`src/hw/rtl/lldf_pkg.sv`:
```
// Package for the light level debounce filter: sizes, divide constants, codes and types.
`default_nettype none
package lldf_pkg;

    // Ring geometry (legal range 3 to 32 entries).
    localparam int RING_DEPTH = 8;
    localparam int RING_AW    = (RING_DEPTH > 1) ? $clog2(RING_DEPTH) : 1;

    // Field widths.
    localparam int SAMPLE_W = 16;
    localparam int LEVEL_W  = 3;
    localparam int HOLD_W   = 5;
    localparam int CFG_IDX_W  = 3;
    localparam int CFG_DATA_W = 16;

    // The ring sum and the trimmed sum both fit in this width.
    localparam int SUM_W = SAMPLE_W + $clog2(RING_DEPTH);

    // Floor division by RING_DEPTH-2 is a multiply by a rounded-up reciprocal.
    // With the shift at SUM_W plus the ceiling log2 of the divisor the quotient is exact
    // for every trimmed sum.
    localparam int DIVISOR  = RING_DEPTH - 2;
    localparam int DIV_SH   = SUM_W + $clog2(DIVISOR);
    localparam longint unsigned RECIP_L =
        ((64'd1 << DIV_SH) + longint'(DIVISOR) - 64'd1) / longint'(DIVISOR);
    localparam int RECIP_W  = DIV_SH + 1;
    localparam logic [RECIP_W-1:0] RECIP = RECIP_W'(RECIP_L);
    localparam int PROD_W   = SUM_W + RECIP_W;

    // Configuration register indexes.
    localparam logic [CFG_IDX_W-1:0] CFG_THRESHOLD_LEVEL0 = 3'd0;
    localparam logic [CFG_IDX_W-1:0] CFG_THRESHOLD_LEVEL1 = 3'd1;
    localparam logic [CFG_IDX_W-1:0] CFG_THRESHOLD_LEVEL2 = 3'd2;
    localparam logic [CFG_IDX_W-1:0] CFG_THRESHOLD_LEVEL3 = 3'd3;
    localparam logic [CFG_IDX_W-1:0] CFG_RISE_HOLD_COUNT  = 3'd4;
    localparam logic [CFG_IDX_W-1:0] CFG_FALL_HOLD_COUNT  = 3'd5;

    // Register reset values.
    localparam logic [SAMPLE_W-1:0] THRESHOLD_LEVEL0_RST = 16'd15;
    localparam logic [SAMPLE_W-1:0] THRESHOLD_LEVEL1_RST = 16'd163;
    localparam logic [SAMPLE_W-1:0] THRESHOLD_LEVEL2_RST = 16'd1650;
    localparam logic [SAMPLE_W-1:0] THRESHOLD_LEVEL3_RST = 16'd15700;
    localparam logic [HOLD_W-1:0]   RISE_HOLD_COUNT_RST  = 5'd5;
    localparam logic [HOLD_W-1:0]   FALL_HOLD_COUNT_RST  = 5'd20;

    // Brightness levels.
    localparam logic [LEVEL_W-1:0] LEVEL_0 = 3'd0;
    localparam logic [LEVEL_W-1:0] LEVEL_1 = 3'd1;
    localparam logic [LEVEL_W-1:0] LEVEL_2 = 3'd2;
    localparam logic [LEVEL_W-1:0] LEVEL_3 = 3'd3;
    localparam logic [LEVEL_W-1:0] LEVEL_4 = 3'd4;

    // Sequencer states.
    typedef enum logic [4:0] {
        ST_IDLE = 5'b00001,
        ST_SCAN = 5'b00010,
        ST_TRIM = 5'b00100,
        ST_MUL  = 5'b01000,
        ST_DEB  = 5'b10000
    } t_state;

endpackage
`default_nettype wire

```
`src/hw/rtl/lldf_in_if.sv`:
```
// Input channel of the light level debounce filter: one ADC sample per beat.
`default_nettype none
interface lldf_in_if
    import lldf_pkg::*;
();
    logic                valid;
    logic                ready;
    logic [SAMPLE_W-1:0] sample;
    logic                restart;

    modport source (output valid, output sample, output restart, input ready);
    modport sink   (input valid, input sample, input restart, output ready);
endinterface
`default_nettype wire

```
`src/hw/rtl/lldf_out_if.sv`:
```
// Output channel of the light level debounce filter: one level report per beat.
`default_nettype none
interface lldf_out_if
    import lldf_pkg::*;
();
    logic                valid;
    logic                ready;
    logic [SAMPLE_W-1:0] reported_value;
    logic [LEVEL_W-1:0]  reported_level;

    modport source (output valid, output reported_value, output reported_level, input ready);
    modport sink   (input valid, input reported_value, input reported_level, output ready);
endinterface
`default_nettype wire

```
`src/hw/rtl/light_level_debounce_filter.sv`:
```
// Light level debounce filter: sample ring, trimmed mean, level classify and debounce.
//
// Usage: every beat on i_in carries one 16-bit light ADC sample and a restart flag.
// The sample is written into a ring of RING_DEPTH entries (restart fills all of
// them and clears the debounce). A single shared adder/comparator then walks the
// ring one entry per cycle, collecting the sum, the largest and the smallest
// entry. The trimmed sum is divided by RING_DEPTH-2 with one reciprocal multiply,
// classified against four thresholds, and the debounce decides whether a report
// goes out on o_out as one beat of value and level.
// Sequence: after acceptance the sequencer scans the ring, then passes through
// the trim, multiply and debounce states; the report register is loaded in debounce.
// i_in.ready is high only while the sequencer is idle, so a new sample is not
// accepted until the previous one has left the debounce state. Most samples
// produce no report.
// The report register lets the next sample be accepted while a report waits;
// if o_out stalls, a following item holds in its debounce step until the
// report register is free.
// Reset (synchronous, active low) clears the ring, the debounce state and the
// report register, and restores the register defaults. Configuration writes on
// i_cfg_* take effect at once and are meant for idle periods.
`default_nettype none
module light_level_debounce_filter
    import lldf_pkg::*;
(
    input  wire logic                  i_clk,
    input  wire logic                  i_rst_n,
    input  wire logic                  i_cfg_wr_en,
    input  wire logic [CFG_IDX_W-1:0]  i_cfg_index,
    input  wire logic [CFG_DATA_W-1:0] i_cfg_data,
    lldf_in_if.sink                    i_in,
    lldf_out_if.source                 o_out
);

    // Configuration registers.
    logic [SAMPLE_W-1:0] r_thr0, r_thr1, r_thr2, r_thr3;
    logic [HOLD_W-1:0]   r_rise_hold, r_fall_hold;

    // Ring and its write pointer.
    logic [SAMPLE_W-1:0] r_ring [RING_DEPTH];
    logic [RING_AW-1:0]  r_ring_pos;

    // Sequencer and scan datapath.
    t_state              r_state;
    logic [RING_AW-1:0]  r_idx;
    logic [SUM_W-1:0]    r_sum;
    logic [SAMPLE_W-1:0] r_max, r_min;
    logic [PROD_W-1:0]   r_prod;

    // Debounce state.
    logic [LEVEL_W-1:0]  r_cand_level;
    logic [HOLD_W-1:0]   r_hold_cnt;
    logic [LEVEL_W-1:0]  r_acc_level;
    logic                r_first_pend;

    // Report register.
    logic                r_out_valid;
    logic [SAMPLE_W-1:0] r_out_value;
    logic [LEVEL_W-1:0]  r_out_level;

    logic                in_beat;
    logic                out_free;
    logic                deb_go;
    logic [SAMPLE_W-1:0] scan_elem;
    logic [SAMPLE_W-1:0] value;
    logic [LEVEL_W-1:0]  level;
    logic                rising;
    logic [HOLD_W-1:0]   hold_target;
    logic                level_same;
    logic                report;

    assign i_in.ready = (r_state == ST_IDLE);
    assign in_beat    = i_in.valid && i_in.ready;
    assign out_free   = !r_out_valid || o_out.ready;
    assign deb_go     = (r_state == ST_DEB) && out_free;

    assign o_out.valid          = r_out_valid;
    assign o_out.reported_value = r_out_value;
    assign o_out.reported_level = r_out_level;

    // Configuration write port.
    always_ff @(posedge i_clk) begin
        if (!i_rst_n) begin
            r_thr0      <= THRESHOLD_LEVEL0_RST;
            r_thr1      <= THRESHOLD_LEVEL1_RST;
            r_thr2      <= THRESHOLD_LEVEL2_RST;
            r_thr3      <= THRESHOLD_LEVEL3_RST;
            r_rise_hold <= RISE_HOLD_COUNT_RST;
            r_fall_hold <= FALL_HOLD_COUNT_RST;
        end else if (i_cfg_wr_en) begin
            unique case (i_cfg_index)
                CFG_THRESHOLD_LEVEL0: r_thr0      <= i_cfg_data;
                CFG_THRESHOLD_LEVEL1: r_thr1      <= i_cfg_data;
                CFG_THRESHOLD_LEVEL2: r_thr2      <= i_cfg_data;
                CFG_THRESHOLD_LEVEL3: r_thr3      <= i_cfg_data;
                CFG_RISE_HOLD_COUNT:  r_rise_hold <= i_cfg_data[HOLD_W-1:0];
                CFG_FALL_HOLD_COUNT:  r_fall_hold <= i_cfg_data[HOLD_W-1:0];
                default: ;
            endcase
        end
    end

    // Ring write: restart fills every entry, otherwise one entry at the pointer.
    always_ff @(posedge i_clk) begin
        if (!i_rst_n) begin
            for (int i = 0; i < RING_DEPTH; i++) begin
                r_ring[i] <= '0;
            end
            r_ring_pos <= '0;
        end else if (in_beat) begin
            for (int i = 0; i < RING_DEPTH; i++) begin
                if (i_in.restart || (r_ring_pos == RING_AW'(i))) begin
                    r_ring[i] <= i_in.sample;
                end
            end
            if (r_ring_pos == RING_AW'(RING_DEPTH - 1)) begin
                r_ring_pos <= '0;
            end else begin
                r_ring_pos <= r_ring_pos + 1'b1;
            end
        end
    end

    // Sequencer.
    always_ff @(posedge i_clk) begin
        if (!i_rst_n) begin
            r_state <= ST_IDLE;
        end else begin
            unique case (r_state)
                ST_IDLE: if (in_beat) r_state <= ST_SCAN;
                ST_SCAN: if (r_idx == RING_AW'(RING_DEPTH - 1)) r_state <= ST_TRIM;
                ST_TRIM: r_state <= ST_MUL;
                ST_MUL:  r_state <= ST_DEB;
                ST_DEB:  if (out_free) r_state <= ST_IDLE;
                default: r_state <= ST_IDLE;
            endcase
        end
    end

    // Shared accumulate and compare unit: one ring entry per scan cycle.
    assign scan_elem = r_ring[r_idx];

    always_ff @(posedge i_clk) begin
        if (in_beat) begin
            r_idx <= '0;
            r_sum <= '0;
            r_max <= '0;
            r_min <= '1;
        end else if (r_state == ST_SCAN) begin
            r_idx <= r_idx + 1'b1;
            r_sum <= r_sum + SUM_W'(scan_elem);
            if (scan_elem > r_max) r_max <= scan_elem;
            if (scan_elem < r_min) r_min <= scan_elem;
        end else if (r_state == ST_TRIM) begin
            r_sum <= r_sum - SUM_W'(r_max) - SUM_W'(r_min);
        end
    end

    // Floor divide by RING_DEPTH-2 through the reciprocal multiply.
    always_ff @(posedge i_clk) begin
        if (r_state == ST_MUL) begin
            r_prod <= PROD_W'(r_sum) * PROD_W'(RECIP);
        end
    end

    assign value = r_prod[DIV_SH +: SAMPLE_W];

    // Level classify; the first threshold that holds wins.
    always_comb begin
        priority if (value <= r_thr0) level = LEVEL_0;
        else if (value <= r_thr1)     level = LEVEL_1;
        else if (value <= r_thr2)     level = LEVEL_2;
        else if (value <= r_thr3)     level = LEVEL_3;
        else                          level = LEVEL_4;
    end

    assign level_same  = (r_cand_level == level);
    assign rising      = (r_acc_level <= level) || r_first_pend;
    assign hold_target = rising ? r_rise_hold : r_fall_hold;
    assign report      = level_same && (r_hold_cnt == hold_target);

    // Debounce; a restart beat clears candidate and count before this item's decision.
    always_ff @(posedge i_clk) begin
        if (!i_rst_n) begin
            r_cand_level <= LEVEL_0;
            r_hold_cnt   <= '0;
            r_acc_level  <= LEVEL_0;
            r_first_pend <= 1'b0;
        end else if (in_beat && i_in.restart) begin
            r_cand_level <= LEVEL_0;
            r_hold_cnt   <= '0;
            r_first_pend <= 1'b1;
        end else if (deb_go) begin
            if (!level_same) begin
                r_cand_level <= level;
                r_hold_cnt   <= '0;
            end else if (!report) begin
                r_hold_cnt <= r_hold_cnt + 1'b1;
            end else begin
                r_hold_cnt  <= '0;
                r_acc_level <= level;
                if (rising) r_first_pend <= 1'b0;
            end
        end
    end

    // Report register: filled by a debounce report, emptied by the output beat.
    always_ff @(posedge i_clk) begin
        if (!i_rst_n) begin
            r_out_valid <= 1'b0;
        end else if (deb_go && report) begin
            r_out_valid <= 1'b1;
        end else if (o_out.ready) begin
            r_out_valid <= 1'b0;
        end
    end

    always_ff @(posedge i_clk) begin
        if (deb_go && report) begin
            r_out_value <= value;
            r_out_level <= level;
        end
    end

endmodule
`default_nettype wire

```
`src/flat_wrapper.sv`:
```
// flat-port wrapper written by rule: the top's interface ports become plain ports
module light_level_debounce_filter_flat import lldf_pkg::*;
  (i_clk, i_rst_n, i_cfg_wr_en, i_cfg_index, i_cfg_data, i_in_valid, i_in_sample, i_in_restart, i_in_ready, o_out_valid, o_out_reported_value, o_out_reported_level, o_out_ready);
  lldf_in_if i_in_i ();
  lldf_out_if o_out_i ();
  input  wire logic i_clk;
  input  wire logic i_rst_n;
  input  wire logic i_cfg_wr_en;
  input  wire logic [CFG_IDX_W-1:0] i_cfg_index;
  input  wire logic [CFG_DATA_W-1:0] i_cfg_data;
  input wire logic [$bits(i_in_i.valid)-1:0] i_in_valid;
  input wire logic [$bits(i_in_i.sample)-1:0] i_in_sample;
  input wire logic [$bits(i_in_i.restart)-1:0] i_in_restart;
  output wire logic [$bits(i_in_i.ready)-1:0] i_in_ready;
  output wire logic [$bits(o_out_i.valid)-1:0] o_out_valid;
  output wire logic [$bits(o_out_i.reported_value)-1:0] o_out_reported_value;
  output wire logic [$bits(o_out_i.reported_level)-1:0] o_out_reported_level;
  input wire logic [$bits(o_out_i.ready)-1:0] o_out_ready;
  assign i_in_i.valid = i_in_valid;
  assign i_in_i.sample = i_in_sample;
  assign i_in_i.restart = i_in_restart;
  assign i_in_ready = i_in_i.ready;
  assign o_out_valid = o_out_i.valid;
  assign o_out_reported_value = o_out_i.reported_value;
  assign o_out_reported_level = o_out_i.reported_level;
  assign o_out_i.ready = o_out_ready;
  light_level_debounce_filter u_core (.i_clk(i_clk), .i_rst_n(i_rst_n), .i_cfg_wr_en(i_cfg_wr_en), .i_cfg_index(i_cfg_index), .i_cfg_data(i_cfg_data), .i_in(i_in_i), .o_out(o_out_i));
endmodule
```
`config.mk`:
```
export PLATFORM = sky130hd
export DESIGN_NAME = light_level_debounce_filter_flat
export DESIGN_NICKNAME = d
export VERILOG_FILES = /design/src/hw/rtl/lldf_pkg.sv /design/src/hw/rtl/lldf_in_if.sv /design/src/hw/rtl/lldf_out_if.sv /design/src/hw/rtl/light_level_debounce_filter.sv /design/src/flat_wrapper.sv
export SDC_FILE = /design/constraint.sdc
export NUM_CORES = 1
export LEC_CHECK = 0
export BUFFER_PORTS_ARGS = -buffer_cell sky130_fd_sc_hd__buf_2
export CAP_MARGIN = 20
export CORE_MARGIN = 1.5
export CORE_UTILIZATION = 68
export CTS_CLUSTER_SIZE = 40
export DETAILED_ROUTE_END_ITERATION = 10
export PLACE_DENSITY = 0.86
export SKIP_CTS_REPAIR_TIMING = 1
export SYNTH_ARGS = -nofsm -noshare
export SYNTH_HDL_FRONTEND = slang
export SYNTH_SLANG_ARGS = --single-unit
export TNS_END_PERCENT = 50
```
`constraint.sdc`:
```
create_clock -name i_clk -period 9.1 [get_ports i_clk]
set_clock_uncertainty 0.2 [all_clocks]
set_input_delay 1.365 -clock i_clk [delete_from_list [all_inputs] [get_ports i_clk]]
set_output_delay 1.365 -clock i_clk [all_outputs]
set_load 0.01 [all_outputs]
```
# == Word-level counts from Yosys, hierarchy flattened ==
# Memories as Yosys holds them, arrays and structs flattened. A register that Yosys moved wholly into a read port is not among the register bits.
# Cells that the tools add are included.
# totals
ff_bits,206
ramBits,128
inputBits,41
wordCells,170
n_memories,1
# memory_table
memory,depth,width,read_ports,rd_clocked_by_memory_dff,write_ports,line,source
u_core.r_ring,8,16,1,1,8,light_level_debounce_filter.sv:39,logic [SAMPLE_W-1:0] r_ring [RING_DEPTH];
# classes
n_addsub,6
n_mul,1
order_cmp,7
n_eq_ne,23
n_mux,64
bitwise_logic,11
reduce_logical,37
# ops
op,n
two-way mux 16 bit,8
<= comparator 16 bit,4
two-way mux 1 bit,40
"multiplier 19 x 20 -> 38 bit, second input constant",1
two-way mux 19 bit,2
subtractor 19 x 16 -> 19 bit,2
two-way mux 5 bit,6
one-hot mux 5 bit (5 select lines),1
"== test 3 bit, second input constant",7
two-way mux 3 bit,7
adder 19 x 16 -> 19 bit,1
AND reduction 2 bit,9
greater-than comparator 16 bit,1
less-than comparator 16 bit,1
"== test 3 x 2 -> 1 bit, second input constant",4
nonzero test 2 bit,6
logical OR 1 bit,10
bitwise OR 1 bit,8
AND reduction 4 bit,2
"adder 3 x 1 -> 3 bit, second input constant",2
"== test 3 x 1 -> 1 bit, second input constant",2
zero test 3 bit,2
"adder 5 x 1 -> 5 bit, second input constant",1
"== test 5 x 1 -> 1 bit, second input constant",1
14 further kinds,21

# == Depth between registers and ports, before layout ==
# depth
ltp_word,14
depth_mapped,22
ltp_nobuf,22

# == Worst setup path before layout ==
# OpenSTA, ideal clock, no wires.
# synth_path
kind,register -> register
from,register u_core.r_sum[6]
to,register u_core.r_prod[36] (data pin)
t_arrival_ns,5.445
required_time_ns,8.640
setup_slack_ns,3.196
stages_incl_launch_ff,21
period_less_slack_ns,5.904
path_cell_list,dfxtp_1 -> ha_1 -> inv_1 -> fa_1 -> fa_1 -> inv_1 -> fa_1 -> fa_1 -> inv_1 -> fa_1 -> inv_1 -> ha_1 -> and4_1 -> o221a_2 -> nand3_1 -> a31oi_1 -> o21ai_1 -> a311o_1 -> a21oi_1 -> nor3_1 -> xnor2_1
# synth_via
elab_chain_len,1
# synth_rtl
element,line,source
start: declaration,light_level_debounce_filter.sv:45,logic [SUM_W-1:0] r_sum;
start signal: assignment,light_level_debounce_filter.sv:150,r_sum <= r_sum + SUM_W'(scan_elem);
start signal: assignment,light_level_debounce_filter.sv:154,r_sum <= r_sum - SUM_W'(r_max) - SUM_W'(r_min);
multiplier 19 x 20 -> 38 bit,light_level_debounce_filter.sv:161,r_prod <= PROD_W'(r_sum) * PROD_W'(RECIP);
end signal: assignment,light_level_debounce_filter.sv:161,
end: declaration,light_level_debounce_filter.sv:47,logic [PROD_W-1:0] r_prod;
# No other way between the ends.
# A chain may end at the register's enable or synchronous reset.

# == Worst setup path in the final report ==
# layout_path
from,register u_core.r_sum[6]
to,register u_core.r_prod[37] (data pin)
# Same word-level chain as after synthesis.

==> reports/qor.txt <==
Max IR drop VDD - 222 uV
Layout cells sized above 1 - 8.99%
Die height - 181 um
Number of global-route vias before repair - 16,675
Total grt overflow - 0
Sequential area share after synthesis - 36.8%
Initial antenna violation count - 0
Clock slew seen by the registers of the worst setup and hold paths - 0.06 ns
Startpoint types - flop
Unrepaired setup endpoints after global routing - no
WL final - 51,600 um
Combinational share of power - 47.8%
# diodes - 0
Placeable Area - 0.0314 mm^2
# rows - 65
Routed Antenna Nets - 0
Full die area - 0.0328 mm^2
Cts bufs inserted - 35
Largest area contributor in the netlist - edfxtp_1
Avg Inst Size Synth - 10.2 um^2
Total GRT Usage - 32.4%
I/O Buffers - 61
Largest net degree at the start of global routing - 55
Via-per-instance ratio - 6.18
Hold Vio Cnt, Final - 0
Setup TNS - 0 ns
Fraction of registers with async set or reset after synthesis - 0%
Register area - 0.00794 mm^2
Clk_lat worst skew - 0.53 ns
DRT iter0 DRCs - 1,140
Power share of the sequential group - 28.9%
Synth Area in Adders - 26.6%
Initial core utilization - 68.7%
Synth Area in XOR/XNOR - 1.87%
Status - finished clean
Switch Pwr - 2.33 mW
Leak - 10.7 nW
I/O pins - 62
Largest family of logic cells by synthesized area - adder cells
Max cap viols - 0
Simple-gate share of the synthesized area - 11.4%
Synth Register Bits - 315
Slew HR - 30.2%
CTS Sinks - 315
WP data arrival - 6.48 ns
Post-route minimum period - 6.41 ns
Clock Path Buffers - 3
Max Clock Freq - 156 MHz
P&R area growth vs syn - 8.23%
Post-synth EDFFs - 163
Clock share of power - 23.3%
Post-synth top flop - edfxtp_1
Sw Share - 39.1%
Synth cell types - 79
Die width - 181 um
Measured slew at the worst slew-check pin - 1.05 ns
Layout Nets - 2,596
Crit path required time - 9.17 ns
Post-DP HPWL - 37,400 um
Clock H-tree levels - 2
Max-slew violations - 0
Worst-path maximum fanout - 6
# DRC - 0
Post-Syn Nets - 2,550
Power, Total - 5.96 mW
Post-synth top area share - 22.7%
YS warnings - 0
Global-route wire length before repair - 84,000 um
Area contributors post-synth - edfxtp_1 (23%), ha_1 (16%), dfxtp_1 (14%), fa_1 (11%), inv_1 (5.7%)
Fill count - 2,044
Synth Area in Compound Gates - 11.3%
Multiplexer share of the synthesized area - 5.00%
First-pass DRT Iterations - 7
Wire length per cell - 19.9 um
Internal - 3.63 mW
Final period util - 70.4%
PwrDens - 255 mW/mm^2
HP Class - reg2reg
Critical path start-end classification - reg2reg
Setup violations, final - 0
Nature of the critical path endpoint - flop
Mapped Area - 0.0216 mm^2
CTS tree - yes
Placer Congestion - 0.933
Multi-input logic area - 0.0121 mm^2
Clock root buffer - clkbuf_16
Via count - 16,012
Cell count after synthesis - 2,122
routing by layer:
layer  share of wire (%)  wire, um  global-route usage, %  vias up
met5                   0         0                      0        -
met2                  49     25400                   56.5      664
met1                  39     20000                   39.4     7772
met3                 7.0      3610                   4.94      156
met4                 4.9      2550                   16.1        0
li1                    -         -                      -     7420
flip-flops by register name (all words and copies together) (netlist names), named ones only:
name / count
u_core.o_out.reported_level: 3
u_core.o_out.reported_value: 16
u_core.o_out.valid: 1
u_core.r_acc_level: 3
u_core.r_cand_level: 3
u_core.r_fall_hold: 5
u_core.r_first_pend: 1
u_core.r_hold_cnt: 5
u_core.r_idx: 3
u_core.r_max: 16
u_core.r_min: 16
u_core.r_prod: 16
u_core.r_ring: 128
u_core.r_ring_pos: 3
u_core.r_rise_hold: 5
u_core.r_state: 5
u_core.r_sum: 19
u_core.r_thr0: 16
u_core.r_thr1: 16
u_core.r_thr2: 16
u_core.r_thr3: 16
metrics by stage:
step | std cells | hold slack, ns | utilization, % | setup WS (ns) | area, um^2
final | 2593 | 0.256 | 74.3 | 2.69 | 23300
after global routing | 2593 | 0.273 | 74.3 | 2.34 | 23300
after CTS | 2592 | 0.255 | 74.3 | 2.71 | 23300
after detailed placement | 2532 | 0.247 | 70.7 | 2.73 | 22200
after global placement | 2532 | 0.243 | 70.7 | 2.83 | 22200
after floorplan | 2122 | 0.226 | - | 3.20 | 21600
worst max-delay path: stages (launching register included):
cell,delay (ns)
dfxtp_1,0.49
ha_1,0.31
inv_1,0.11
fa_1,0.53
fa_1,0.64
inv_1,0.12
fa_1,0.49
fa_1,0.55
inv_1,0.05
fa_1,0.54
inv_1,0.04
ha_1,0.30
and4_1,0.19
o221a_2,0.18
nand3_1,0.07
a31oi_1,0.21
o21ai_1,0.17
a311o_1,0.43
a21oi_1,0.28
or3_1,0.17
nand3_1,0.07
synthesized netlist by cell type (11+ instances only):
cell and count:
edfxtp_1 163, xnor2_1 29, inv_1 330, nand2_1 215, mux4_2 32, nand3_1 29, nor2_1 176, fa_1 119
mux2i_1 20, xor2_1 17, nor2b_1 16, a21o_1 41, nand4_1 25, nor3_1 26, a211oi_1 42, dfxtp_1 152
o211ai_1 50, clkbuf_1 55, o21ai_0 32, o21a_1 11, mux2_2 14, ha_1 268, a21oi_1 109
power by group through the flow:
| stage | logic, mW | clock network (mW) | registers, mW |
|---|---|---|---|
| floorplan | 2.14 | 0 | 1.72 |
| global placement | 2.64 | 0 | 1.74 |
| detailed placement | 2.80 | 0 | 1.75 |
| CTS | 2.84 | 1.40 | 1.72 |
| global route | 3.21 | 1.45 | 1.74 |
| finish | 2.85 | 1.39 | 1.72 |
worst paths after layout:
check / from / endpoint / slack, ns / cells after the start
worst max-delay path: u_core.r_sum[6] / u_core.r_prod[37] / 2.69 / 20
worst min-delay path: u_core.r_thr0[12] / u_core.r_thr0[12] / 0.26 / 2
worst max register to register: u_core.r_sum[6] / u_core.r_prod[37] / 2.69 / 20
worst min register to register: u_core.r_thr0[12] / u_core.r_thr0[12] / 0.26 / 2
layout by cell type, fill, tap and decap left out, drive strengths merged, types with 14 or more instances in the layout:
master  netlist  layout
a21o         41      41
nor3         26      26
edfxtp      163     163
nand4        26      26
nor2b        17      17
a21oi       110     110
dfxtp       152     152
o21ai        41      41
xor2         17      17
a211oi       42      42
fa          119     119
nand3        29      29
mux2i        20      20
mux2         14      14
buf          10      74
xnor2        29      29
clkbuf       55      41
ha          268     268
o211ai       51      51
inv         332     334
nand2       215     215
mux4         32      32
nor2        176     176
kinds of logic after synthesis:
logic type	count (synthesis)
XOR/XNOR	46
multiplexers	66
buffers and inverters	397
AO/OA/AOI/OAI	359
AND/OR/NAND/NOR	552
adder cells (fa/ha/maj)	387
flip-flops	315
layout make-up:
class | count | area share (%)
Clock buffer | 41 | 3.85
Tap cell | 402 | 2.16
Sequential cell | 315 | 34.0
Multi-Input combinational cell | 1410 | 52.0
Inverter | 332 | 5.34
Clock inverter | 19 | 0.911
Timing Repair Buffer | 74 | 1.76
No activity file was read; power rests on OpenSTA's default activity.
